===== src/sv/vcbss_pkg.sv =====
// Package: varicode ROM, widths and shared types for the symbol serializer.
`timescale 1ns / 1ps

package vcbss_pkg;

    localparam int CHAR_W    = 8;
    localparam int CODE_W    = 10;   // longest varicode word
    localparam int CNT_W     = 4;    // symbols left in a frame, up to 12
    localparam int IDX_W     = 7;
    localparam int ROM_N     = 95;
    localparam int GAP_N     = 2;

    localparam logic [CHAR_W-1:0] CHAR_EOM   = 8'd0;
    localparam logic [CHAR_W-1:0] CHAR_FIRST = 8'd32;
    localparam logic [CHAR_W-1:0] CHAR_LAST  = 8'd126;

    // Right-aligned code bits; entry k is character 32 + k.
    localparam logic [CODE_W-1:0] VC_CODE [0:ROM_N-1] = '{
        10'h001, 10'h1FF, 10'h15F, 10'h1F5, 10'h1DB, 10'h2D5, 10'h2BB, 10'h17F,
        10'h0FB, 10'h0F7, 10'h16F, 10'h1DF, 10'h075, 10'h035, 10'h057, 10'h1AF,
        10'h0B7, 10'h0BD, 10'h0ED, 10'h0FF, 10'h177, 10'h15B, 10'h16B, 10'h1AD,
        10'h1AB, 10'h1B7, 10'h0F5, 10'h1BD, 10'h1ED, 10'h055, 10'h1D7, 10'h2AF,
        10'h2BD, 10'h07D, 10'h0EB, 10'h0AD, 10'h0B5, 10'h077, 10'h0DB, 10'h0FD,
        10'h155, 10'h07F, 10'h1FD, 10'h17D, 10'h0D7, 10'h0BB, 10'h0DD, 10'h0AB,
        10'h0D5, 10'h1DD, 10'h0AF, 10'h06F, 10'h06D, 10'h157, 10'h1B5, 10'h15D,
        10'h175, 10'h17B, 10'h2AD, 10'h1F7, 10'h1EF, 10'h1FB, 10'h2BF, 10'h16D,
        10'h2DF, 10'h00B, 10'h05F, 10'h02F, 10'h02D, 10'h003, 10'h03D, 10'h05B,
        10'h02B, 10'h00D, 10'h1EB, 10'h3FB, 10'h01B, 10'h03B, 10'h00F, 10'h007,
        10'h05D, 10'h07F, 10'h015, 10'h017, 10'h005, 10'h037, 10'h077, 10'h03F,
        10'h06D, 10'h07B, 10'h0DF, 10'h1EB, 10'h37B, 10'h15E, 10'h15B
    };

    localparam logic [CNT_W-1:0] VC_LEN [0:ROM_N-1] = '{
        4'd1, 4'd9, 4'd9, 4'd9, 4'd9, 4'd10, 4'd10, 4'd9,
        4'd8, 4'd8, 4'd9, 4'd9, 4'd7, 4'd6, 4'd7, 4'd9,
        4'd8, 4'd8, 4'd8, 4'd8, 4'd9, 4'd9, 4'd9, 4'd9,
        4'd9, 4'd9, 4'd8, 4'd9, 4'd9, 4'd7, 4'd9, 4'd10,
        4'd10, 4'd7, 4'd8, 4'd8, 4'd8, 4'd7, 4'd8, 4'd8,
        4'd9, 4'd7, 4'd9, 4'd9, 4'd8, 4'd8, 4'd8, 4'd8,
        4'd8, 4'd9, 4'd8, 4'd7, 4'd7, 4'd9, 4'd9, 4'd9,
        4'd9, 4'd9, 4'd10, 4'd9, 4'd9, 4'd9, 4'd10, 4'd9,
        4'd10, 4'd4, 4'd7, 4'd6, 4'd6, 4'd2, 4'd6, 4'd7,
        4'd6, 4'd4, 4'd9, 4'd10, 4'd5, 4'd6, 4'd4, 4'd3,
        4'd7, 4'd7, 4'd5, 4'd5, 4'd3, 4'd6, 4'd7, 4'd6,
        4'd7, 4'd7, 4'd8, 4'd9, 4'd10, 4'd9, 4'd9
    };

    // One character's worth of symbols: code left-justified, gap zeros shift in.
    typedef struct packed {
        logic [CODE_W-1:0] sr;
        logic [CNT_W-1:0]  cnt;
        logic              carrier;
    } t_frame;

endpackage


===== src/sv/vcbss_in_if.sv =====
// Character input channel.
`timescale 1ns / 1ps

interface vcbss_in_if;
    import vcbss_pkg::*;

    logic              valid;
    logic              ready;
    logic [CHAR_W-1:0] char_code;

    modport source (output valid, output char_code, input ready);
    modport sink   (input valid, input char_code, output ready);
endinterface


===== src/sv/vcbss_out_if.sv =====
// Symbol output channel.
`timescale 1ns / 1ps

interface vcbss_out_if;
    logic valid;
    logic ready;
    logic phase_bit;
    logic carrier_on;
    logic last;

    modport source (output valid, output phase_bit, output carrier_on, output last,
                    input ready);
    modport sink   (input valid, input phase_bit, input carrier_on, input last,
                    output ready);
endinterface


===== src/sv/vcbss_lookup.sv =====
// Input register stage: ROM lookup and symbol frame build.
`timescale 1ns / 1ps

module vcbss_lookup (
    input  logic             i_clk,
    input  logic             i_rst_n,
    vcbss_in_if.sink         i_in,
    input  logic             i_take,
    output logic             o_valid,
    output vcbss_pkg::t_frame o_frame
);
    import vcbss_pkg::*;

    logic              r_valid;
    logic              n_valid;
    t_frame            r_frame;
    t_frame            n_frame;
    logic [IDX_W-1:0]  idx;
    logic [CNT_W-1:0]  len;

    assign i_in.ready = !r_valid || i_take;
    assign idx = IDX_W'(i_in.char_code - CHAR_FIRST);

    always_comb begin
        len     = VC_LEN[idx];
        n_frame = r_frame;
        n_valid = r_valid && !i_take;
        if (i_in.valid && i_in.ready) begin
            n_frame = '0;
            n_valid = 1'b0;
            if (i_in.char_code == CHAR_EOM) begin
                // carrier off: a single zero-phase symbol
                n_frame.cnt = CNT_W'(1);
                n_valid     = 1'b1;
            end else if (i_in.char_code inside {[CHAR_FIRST:CHAR_LAST]}) begin
                n_frame.sr      = VC_CODE[idx] << (CNT_W'(CODE_W) - len);
                n_frame.cnt     = len + CNT_W'(GAP_N);
                n_frame.carrier = 1'b1;
                n_valid         = 1'b1;
            end
            // characters outside the table are dropped here
        end
    end

    always_ff @(posedge i_clk) begin
        if (!i_rst_n) begin
            r_valid <= 1'b0;
        end else begin
            r_valid <= n_valid;
        end
        r_frame <= n_frame;
    end

    assign o_valid = r_valid;
    assign o_frame = r_frame;
endmodule


===== src/sv/vcbss_ser.sv =====
// Output stage: shifts a frame out one symbol per cycle while the receiver is ready.
`timescale 1ns / 1ps

module vcbss_ser (
    input  logic             i_clk,
    input  logic             i_rst_n,
    input  logic             i_valid,
    input  vcbss_pkg::t_frame i_frame,
    output logic             o_take,
    vcbss_out_if.source      o_out
);
    import vcbss_pkg::*;

    logic [CODE_W-1:0] r_sr;
    logic [CODE_W-1:0] n_sr;
    logic [CNT_W-1:0]  r_cnt;
    logic [CNT_W-1:0]  n_cnt;
    logic              r_carrier;
    logic              n_carrier;
    logic              fire;

    assign fire = o_out.valid && o_out.ready;
    // free now, or handing over the final symbol of this frame
    assign o_take = (r_cnt == '0) || (r_cnt == CNT_W'(1) && o_out.ready);

    always_comb begin
        n_sr      = r_sr;
        n_cnt     = r_cnt;
        n_carrier = r_carrier;
        if (o_take && i_valid) begin
            n_sr      = i_frame.sr;
            n_cnt     = i_frame.cnt;
            n_carrier = i_frame.carrier;
        end else if (fire) begin
            n_sr  = {r_sr[CODE_W-2:0], 1'b0};
            n_cnt = r_cnt - CNT_W'(1);
        end
    end

    always_ff @(posedge i_clk) begin
        if (!i_rst_n) begin
            r_cnt <= '0;
        end else begin
            r_cnt <= n_cnt;
        end
        r_sr      <= n_sr;
        r_carrier <= n_carrier;
    end

    assign o_out.valid      = r_cnt != '0;
    assign o_out.phase_bit  = r_sr[CODE_W-1];
    assign o_out.carrier_on = r_carrier;
    assign o_out.last       = r_cnt == CNT_W'(1);
endmodule


===== src/sv/varicode_bpsk_symbol_serializer_top.sv =====
// Top level: varicode BPSK symbol serializer.
//
// i_in carries one character per item; o_out carries one symbol per item
// (phase_bit, carrier_on, last). A printable character (32..126) becomes
// its varicode bits, MSB first, then two zero-phase gap symbols, last set
// on the second gap symbol. Character 0 becomes one carrier-off symbol with
// last set. Any other character is taken and produces nothing.
//
// The first symbol of a character shows on o_out once the character has
// passed the lookup register and then the shift register load.
// Throughput: one symbol per cycle while o_out.ready holds; a character
// yields code length + 2 symbols (3 to 12), which the serializer's shift
// register and down counter play out. The next character is looked up
// and held while the current one shifts out, and it loads in the cycle
// the final symbol is taken, so frames follow with no gap.
//
// Reset clears both stage valids; nothing is pending afterwards. When the
// receiver stalls the current symbol holds, and once the lookup register
// is full i_in.ready drops until the serializer frees up.
`timescale 1ns / 1ps

module varicode_bpsk_symbol_serializer_top (
    input  logic        i_clk,
    input  logic        i_rst_n,
    vcbss_in_if.sink    i_in,
    vcbss_out_if.source o_out
);
    import vcbss_pkg::*;

    logic   frm_valid;
    logic   frm_take;
    t_frame frm;

    vcbss_lookup u_lookup (
        .i_clk   (i_clk),
        .i_rst_n (i_rst_n),
        .i_in    (i_in),
        .i_take  (frm_take),
        .o_valid (frm_valid),
        .o_frame (frm)
    );

    vcbss_ser u_ser (
        .i_clk   (i_clk),
        .i_rst_n (i_rst_n),
        .i_valid (frm_valid),
        .i_frame (frm),
        .o_take  (frm_take),
        .o_out   (o_out)
    );

    // carrier-off symbol is always the only, final one, with zero phase
    a_eom_last: assert property (@(posedge i_clk) disable iff (!i_rst_n)
        (o_out.valid && !o_out.carrier_on) |-> (o_out.last && !o_out.phase_bit))
        else $error("carrier-off symbol not a lone final zero symbol");

    // a taken symbol that is not last must be followed by another one
    a_frame_cont: assert property (@(posedge i_clk) disable iff (!i_rst_n)
        (o_out.valid && o_out.ready && !o_out.last) |=> o_out.valid)
        else $error("frame ended before its last symbol");

    // a pending frame is never lost while the serializer is busy
    a_frame_held: assert property (@(posedge i_clk) disable iff (!i_rst_n)
        (frm_valid && !frm_take) |=> (frm_valid && $stable(frm)))
        else $error("pending frame dropped or changed");

    // frames hold at least one symbol and never more than twelve
    a_frame_len: assert property (@(posedge i_clk) disable iff (!i_rst_n)
        frm_valid |-> (frm.cnt != '0 && frm.cnt <= CNT_W'(CODE_W + GAP_N)))
        else $error("frame symbol count out of range");
endmodule


===== src/flat_wrapper.sv =====
// flat-port wrapper written by rule: the top's interface ports become plain ports
module varicode_bpsk_symbol_serializer_top_flat import vcbss_pkg::*;
  (i_clk, i_rst_n, i_in_valid, i_in_char_code, i_in_ready, o_out_valid, o_out_phase_bit, o_out_carrier_on, o_out_last, o_out_ready);
  vcbss_in_if i_in_i ();
  vcbss_out_if o_out_i ();
  input  logic i_clk;
  input  logic i_rst_n;
  input wire logic [$bits(i_in_i.valid)-1:0] i_in_valid;
  input wire logic [$bits(i_in_i.char_code)-1:0] i_in_char_code;
  output wire logic [$bits(i_in_i.ready)-1:0] i_in_ready;
  output wire logic [$bits(o_out_i.valid)-1:0] o_out_valid;
  output wire logic [$bits(o_out_i.phase_bit)-1:0] o_out_phase_bit;
  output wire logic [$bits(o_out_i.carrier_on)-1:0] o_out_carrier_on;
  output wire logic [$bits(o_out_i.last)-1:0] o_out_last;
  input wire logic [$bits(o_out_i.ready)-1:0] o_out_ready;
  assign i_in_i.valid = i_in_valid;
  assign i_in_i.char_code = i_in_char_code;
  assign i_in_ready = i_in_i.ready;
  assign o_out_valid = o_out_i.valid;
  assign o_out_phase_bit = o_out_i.phase_bit;
  assign o_out_carrier_on = o_out_i.carrier_on;
  assign o_out_last = o_out_i.last;
  assign o_out_i.ready = o_out_ready;
  varicode_bpsk_symbol_serializer_top u_core (.i_clk(i_clk), .i_rst_n(i_rst_n), .i_in(i_in_i), .o_out(o_out_i));
endmodule

===== config.mk =====
export PLATFORM = sky130hd
export DESIGN_NAME = varicode_bpsk_symbol_serializer_top_flat
export DESIGN_NICKNAME = d
export VERILOG_FILES = /design/src/sv/vcbss_pkg.sv /design/src/sv/vcbss_in_if.sv /design/src/sv/vcbss_out_if.sv /design/src/sv/vcbss_lookup.sv /design/src/sv/vcbss_ser.sv /design/src/sv/varicode_bpsk_symbol_serializer_top.sv /design/src/flat_wrapper.sv
export SDC_FILE = /design/constraint.sdc
export NUM_CORES = 1
export LEC_CHECK = 0
export BUFFER_PORTS_ARGS = -buffer_cell sky130_fd_sc_hd__buf_2
export CORE_MARGIN = 2
export CORE_UTILIZATION = 55
export DETAILED_ROUTE_END_ITERATION = 7
export PLACE_DENSITY = 0.73
export SYNTH_ARGS = -nofsm -noshare
export SYNTH_HDL_FRONTEND = slang
export SYNTH_SLANG_ARGS = --single-unit

===== constraint.sdc =====
create_clock -name i_clk -period 5.21 [get_ports i_clk]
set_input_delay 0.7815 -clock i_clk [delete_from_list [all_inputs] [get_ports i_clk]]
set_output_delay 0.7815 -clock i_clk [all_outputs]
set_load 0.02 [all_outputs]

# Word level (Yosys, flattened, before mapping)
# Memory sizes are Yosys's and may differ from the RTL's.
# Cells that the tools add are included.
totals:
  register_bits: 31
  rom_bits: 1792
  in_bits: 12
  output_inout_bits: 5
  word_cells: 48
  mem_count: 2
memory_table:
  columns: ["name", "depth", "word_bits", "rd", "rd_clocked_by_memory_dff", "wr", "line", "rtl"]
  rows:
  - ["(no name shown)", 128, 10, 1, 0, 0, "vcbss_lookup.sv:36", "n_frame.sr = VC_CODE[idx] << (CNT_W'(CODE_W) - len);"]
  - ["(no name shown)", 128, 4, 1, 0, 0, "vcbss_lookup.sv:25", "len = VC_LEN[idx];"]
op_classes:
  n_addsub: 4
  order_cmp: 3
  n_eq_ne: 1
  shifts: 1
  n_mux: 12
  bitwise_logic: 2
  reduce_logical: 15
op_table:
  columns: ["cell", "count"]
  rows:
  - ["10-bit two-way mux", 4]
  - ["4-bit two-way mux", 4]
  - ["10-bit by 4-bit << shifter with 10-bit output", 1]
  - ["8-bit by 6-bit greater-or-equal comparator with 1-bit output, second input constant", 1]
  - ["8-bit greater-or-equal comparator, second input constant", 1]
  - ["8-bit by 7-bit <= comparator with 1-bit output, second input constant", 1]
  - ["8-bit zero test", 1]
  - ["7-bit NOT with 8-bit output", 1]
  - ["7-bit by 6-bit subtractor with 7-bit output, second input constant", 1]
  - ["1-bit logical AND", 6]
  - ["4-bit by 2-bit adder with 4-bit output, second input constant", 1]
  - ["4-bit by 1-bit == test with 1-bit output, second input constant", 1]
  - ["4-bit zero test", 1]
  - ["4-bit nonzero test", 1]
  - ["4-bit by 1-bit subtractor with 4-bit output, second input constant", 1]
  - ["4-bit subtractor, first input constant", 1]
  - ["1-bit two-way mux", 3]
  - ["1-bit zero test", 2]
  - ["1-bit logical OR", 2]
  - ["2-bit two-way mux", 1]
  - ["2-bit nonzero test", 1]
  - ["2-bit OR reduction", 1]
  - ["1-bit NOT", 1]

# Depth between registers and ports, before layout
depth:
  word_depth: 7
  ltp_mapped: 18

# Cells and area by module
# A second synthesis with hierarchy kept.
unflattened:
  cells_unflattened: 455
  area_unflattened_um2: 3743.6
by_module_without_submodules:
  columns: ["module", "instances", "cells_each", "area_per_inst_um2", "seq_area_each_um2"]
  rows:
  - ["vcbss_lookup", 1, 394, 2952.8, 470.5]
  - ["vcbss_ser", 1, 61, 790.8, 410.4]

# Worst setup path after synthesis
# OpenSTA, ideal clock, no wires.
synth_path:
  path_type: "input-to-reg"
  from: "in i_in_char_code[1]"
  to: "reg u_core.u_lookup.r_frame, in the netlist u_core.u_lookup.o_frame[14], data pin"
  arrival_time_ps: 3932
  required_ps: 5052
  path_slack_ps: 1120
  path_stages: 16
  n_path_buf: 1
  cell_sequence: "inv_1 ha_1 clkbuf_1 inv_1 o311a_1 a311o_1 o21ai_0 inv_1 ha_1 inv_1 a311oi_1 and4_4 o311a_1 or2_1 or4_1 o211ai_1"
synth_between:
  elab_chain_len: 7
  word_cells_on_any_way: 16
  classes_between: "add/sub: 2; order compare: 2; shift: 1; mux: 4; bitwise: 2; reduce/logical: 3; memory: 2"
synth_lines:
  columns: ["element", "line", "rtl"]
  rows:
  - ["start: declaration", "flat_wrapper.sv:9", "input wire logic [$bits(i_in_i.char_code)-1:0] i_in_char_code;"]
  - ["7-bit by 6-bit subtractor with 7-bit output", "vcbss_lookup.sv:22", "assign idx = IDX_W'(i_in.char_code - CHAR_FIRST);"]
  - ["7-bit NOT with 8-bit output (not written as such)", "vcbss_lookup.sv:25, vcbss_lookup.sv:36", null]
  - ["memory read 128 x 4 bit", null, null]
  - ["4-bit two-way mux (not written as such) (2 in series)", "vcbss_lookup.sv:25", null]
  - ["4-bit subtractor", "vcbss_lookup.sv:36", null]
  - ["10-bit by 4-bit << shifter with 10-bit output", "vcbss_lookup.sv:36", null]
  - ["end signal: assignment", "vcbss_lookup.sv:51", "r_frame <= n_frame;"]
  - ["end: declaration", "vcbss_lookup.sv:16", "t_frame r_frame;"]
# Several ways; a longest one is shown, not always the timed one. The select of a mux whose other input is x is not followed.
# A chain may end at the register's enable or synchronous reset.

# Worst setup path after layout
# Ends and elaborated chain as after synthesis.

==> flow_metrics.tcl <==
set metrics [dict create \
    p_leak_nw 1.43 \
    p_sw_uw 430 \
    io-pin-count 17 \
    dpl.hpwl_um 7300 \
    worst_slew_pin_slew_ns 0.711 \
    grt_pass1_wl_um 16300 \
    cts_tree "yes" \
    p_int_uw 675 \
    clk_latency_ns 0.28 \
    first_iter_violations 248 \
    grt.overflow.total 0 \
    clk_pin_slew_ns 0.06 \
    die_w_um 84.8 \
    clock-sinks 31 \
    initial_utilization_pct 56.6 \
    ctsHoldBuffers 0 \
    place.gp.congestion 1.02 \
    core-area_um2 6350 \
    min_period_ns 4.54 \
    clockPowerShare_pct 15.9 \
    final_layout_size_suffix_gt1_share_pct 14.3 \
    ys.flop_type "edfxtp_1" \
    dp_slack_ns 0.443 \
    rsz0062_at_grt "no" \
    crit_path_max_fanout 18 \
    critPathRequiredTime_ns 5.34 \
    fillerInstances 577 \
    hp-class "flop to flop" \
    syn-instance-count 431 \
    avgSynthCellArea_um2 8.34 \
    syn_area_um2 3590 \
    area_growth_pct 4.28 \
    ys_seq_area_share_pct 24.5 \
    synth_edf_count 26 \
    vdd_drop_max_uv 310 \
    final_antenna_net_count 0 \
    relSlewSlack_pct 52.5 \
    synth_cell_type_count 72 \
    die_h_um 84.8 \
    worstSetupPathType "input port to flop" \
    hold_viol_final 0 \
    multi_input_area_um2 2450 \
    cts_resized 0 \
    antenna_found_initial 0 \
    ys_ff_latch 31 \
    fmax_mhz 220 \
    yosys_warnings 0 \
    setup_violations 0 \
    critPathArrivalTime_ns 4.67 \
    dr.pass1.iters 5 \
    finalNetCount 455 \
    final_area_um2 3750 \
    p_sw_share_pct 38.9 \
    finalCritPeriodShare_pct 87.2 \
    n_antenna_cell 0 \
    holdWs_ns 0.430 \
    final_util_pct 59.0 \
    dpl_cell_area_um2 3660 \
    htree_levels 2 \
    routedWlPerCell_um 19.9 \
    numCtsBuffers 5 \
    cts_root_buffer "clkbuf_8" \
    wl_um 10000 \
    worst_slack_ns 0.667 \
    cts_buffer_depth 2 \
    power_frac_seq_pct 35.5 \
    power_mw 1.10 \
    first_global_vias 3146 \
    synth_nets 460 \
    post_cts.repair.setup_buffers 0 \
    dp.cells 496 \
    status "completed" \
    drv_cap 0 \
    fin_cells 504 \
    grt_max_degree 40 \
    num_rows 29 \
    dieArea_um2 7200 \
    finalClockSkew_ns 0.00540 \
    regArea_um2 881 \
    vias 3428 \
    critPathCaptureType "flop" \
    p_per_area_nw_per_um2 295 \
    combPwrFrac_pct 48.5 \
    drc 0 \
    grt_use_total_pct 28.3 \
    fin_setup_tns_ns 0 \
    async_flop_share_pct 0 \
    start_kind "input port" \
    slew_violations 0 \
    via_per_inst 6.80 \
    numPortBuffers 16 \
]
[cell type report]
class                           instances  share of cell area (%)
Clock buffer                            5                    1.84
Clock inverter                          3                   0.401
Inverter                               19                    1.90
Multi-Input combinational cell        342                    65.4
Sequential cell                        31                    23.5
Tap cell                               77                    2.57
Timing Repair Buffer                   27                    4.34
[sequential cells by signal (all words and copies together), names as in the netlist]
register and count:
u_core.u_ser.r_sr 10, u_core.u_lookup.o_frame 15, u_core.u_lookup.o_valid 1, u_core.u_ser.o_out.carrier_on 1
u_core.u_ser.r_cnt 4
[per-layer routing]
layer  routed length, um  share of wire [%]  vias to the layer above  global-route usage, %
met5                   0                  0                        -                      0
met4                 437                4.4                        0                   15.4
met3                 828                8.3                       41                   4.86
met2                4760                 48                      198                   45.9
met1                3980                 40                     1561                   36.1
li1                    -                  -                     1628                      -
[worst max-delay path, stage by stage]
cell      delay (ns)
buf_2           0.30
inv_1           0.21
ha_1            0.39
mux2_2          0.36
mux2i_1         0.13
nand2_1         0.06
o21ai_0         0.10
o22ai_1         0.09
o21ai_0         0.33
inv_1           0.14
ha_1            0.24
inv_1           0.06
a311oi_1        0.04
and4_4          0.21
o311a_1         0.32
or2_1           0.25
or4_1           0.54
o211ai_1        0.10
[placed cells by master, fill, tap and decap left out, drive strengths merged, types with 3 or more instances in the layout]
master	instances
nand3	7
a22oi	5
mux4	4
buf	27
inv	18
clkinv	3
nand2b	19
and2	7
a21o	7
dfxtp	5
a21boi	5
clkbuf	5
ha	17
o221ai	5
a2111oi	6
and3	4
o22ai	6
a31oi	5
nor3	3
nand3b	6
nand2	35
a211oi	6
mux2i	15
o21ai	23
o311ai	3
o311a	3
a211o	5
a21oi	25
nor2	27
edfxtp	26
o31ai	4
a311oi	4
nor2b	15
mux2	12
o211ai	11
nor3b	7
or2	4
o32ai	3
[path summary, 6_finish.rpt]
| path | from | end | slack [ns] | depth (start not counted) |
|---|---|---|---|---|
| hold reg to reg | u_core.u_lookup.o_frame[0] | u_core.u_ser.o_out.carrier_on | 0.43 | 0 |
| hold / removal | u_core.u_lookup.o_frame[0] | u_core.u_ser.o_out.carrier_on | 0.43 | 0 |
| setup reg to reg | u_core.u_ser.r_cnt[0] | u_core.u_ser.r_sr[5] | 2.99 | 5 |
| setup / recovery | i_in_char_code[1] | u_core.u_lookup.o_frame[14] | 0.67 | 18 |
[cells by family (layout without fill, tap and decap cells)]
kind of cell | count (synthesis) | count (layout) | share of synthesized area (%)
AND/OR/NAND/NOR | 148 | 148 | 22.6
buffers and inverters | 58 | 54 | 7.24
flip-flops | 31 | 31 | 24.5
adder cells (fa/ha/maj) | 17 | 17 | 5.92
multiplexers | 31 | 31 | 10.4
XOR/XNOR | 2 | 2 | 0.488
AO/OA/AOI/OAI | 144 | 144 | 28.8
[power groups by stage]
| stage | Clock (mW) | Sequential, mW | Combinational [mW] |
|---|---|---|---|
| floorplan | 0 | 0.395 | 0.405 |
| global placement | 0 | 0.397 | 0.517 |
| detailed placement | 0 | 0.399 | 0.527 |
| CTS | 0.179 | 0.394 | 0.530 |
| global route | 0.193 | 0.400 | 0.589 |
| finish | 0.176 | 0.393 | 0.536 |
[synth_stat cells, types with 4 or more instances]
library cell | number | area share (%)
nand2_1 | 34 | 3.6
nor2_1 | 27 | 2.8
edfxtp_1 | 26 | 22
a21oi_1 | 25 | 3.5
o21ai_0 | 22 | 3.1
clkbuf_1 | 21 | 2.2
inv_1 | 18 | 1.9
nand2b_1 | 18 | 3.1
ha_1 | 17 | 5.9
mux2i_1 | 15 | 4.2
nor2b_1 | 15 | 2.6
buf_2 | 13 | 1.8
mux2_2 | 12 | 3.8
o211ai_1 | 10 | 2.1
a21o_1 | 7 | 1.5
and2_1 | 7 | 1.2
nand3_1 | 7 | 0.97
nor3b_1 | 7 | 1.5
a211oi_1 | 6 | 1.3
nand3b_1 | 6 | 1.3
o22ai_1 | 6 | 1.0
a2111oi_0 | 5 | 1.2
a211o_1 | 5 | 1.2
a21boi_0 | 5 | 1.0
a22oi_1 | 5 | 1.0
a31oi_1 | 5 | 0.87
dfxtp_1 | 5 | 2.8
o221ai_1 | 5 | 1.2
a311oi_1 | 4 | 0.97
and3_1 | 4 | 0.70
mux4_2 | 4 | 2.5
o31ai_1 | 4 | 0.84
Note: power is estimated with default switching activity, not from simulation.
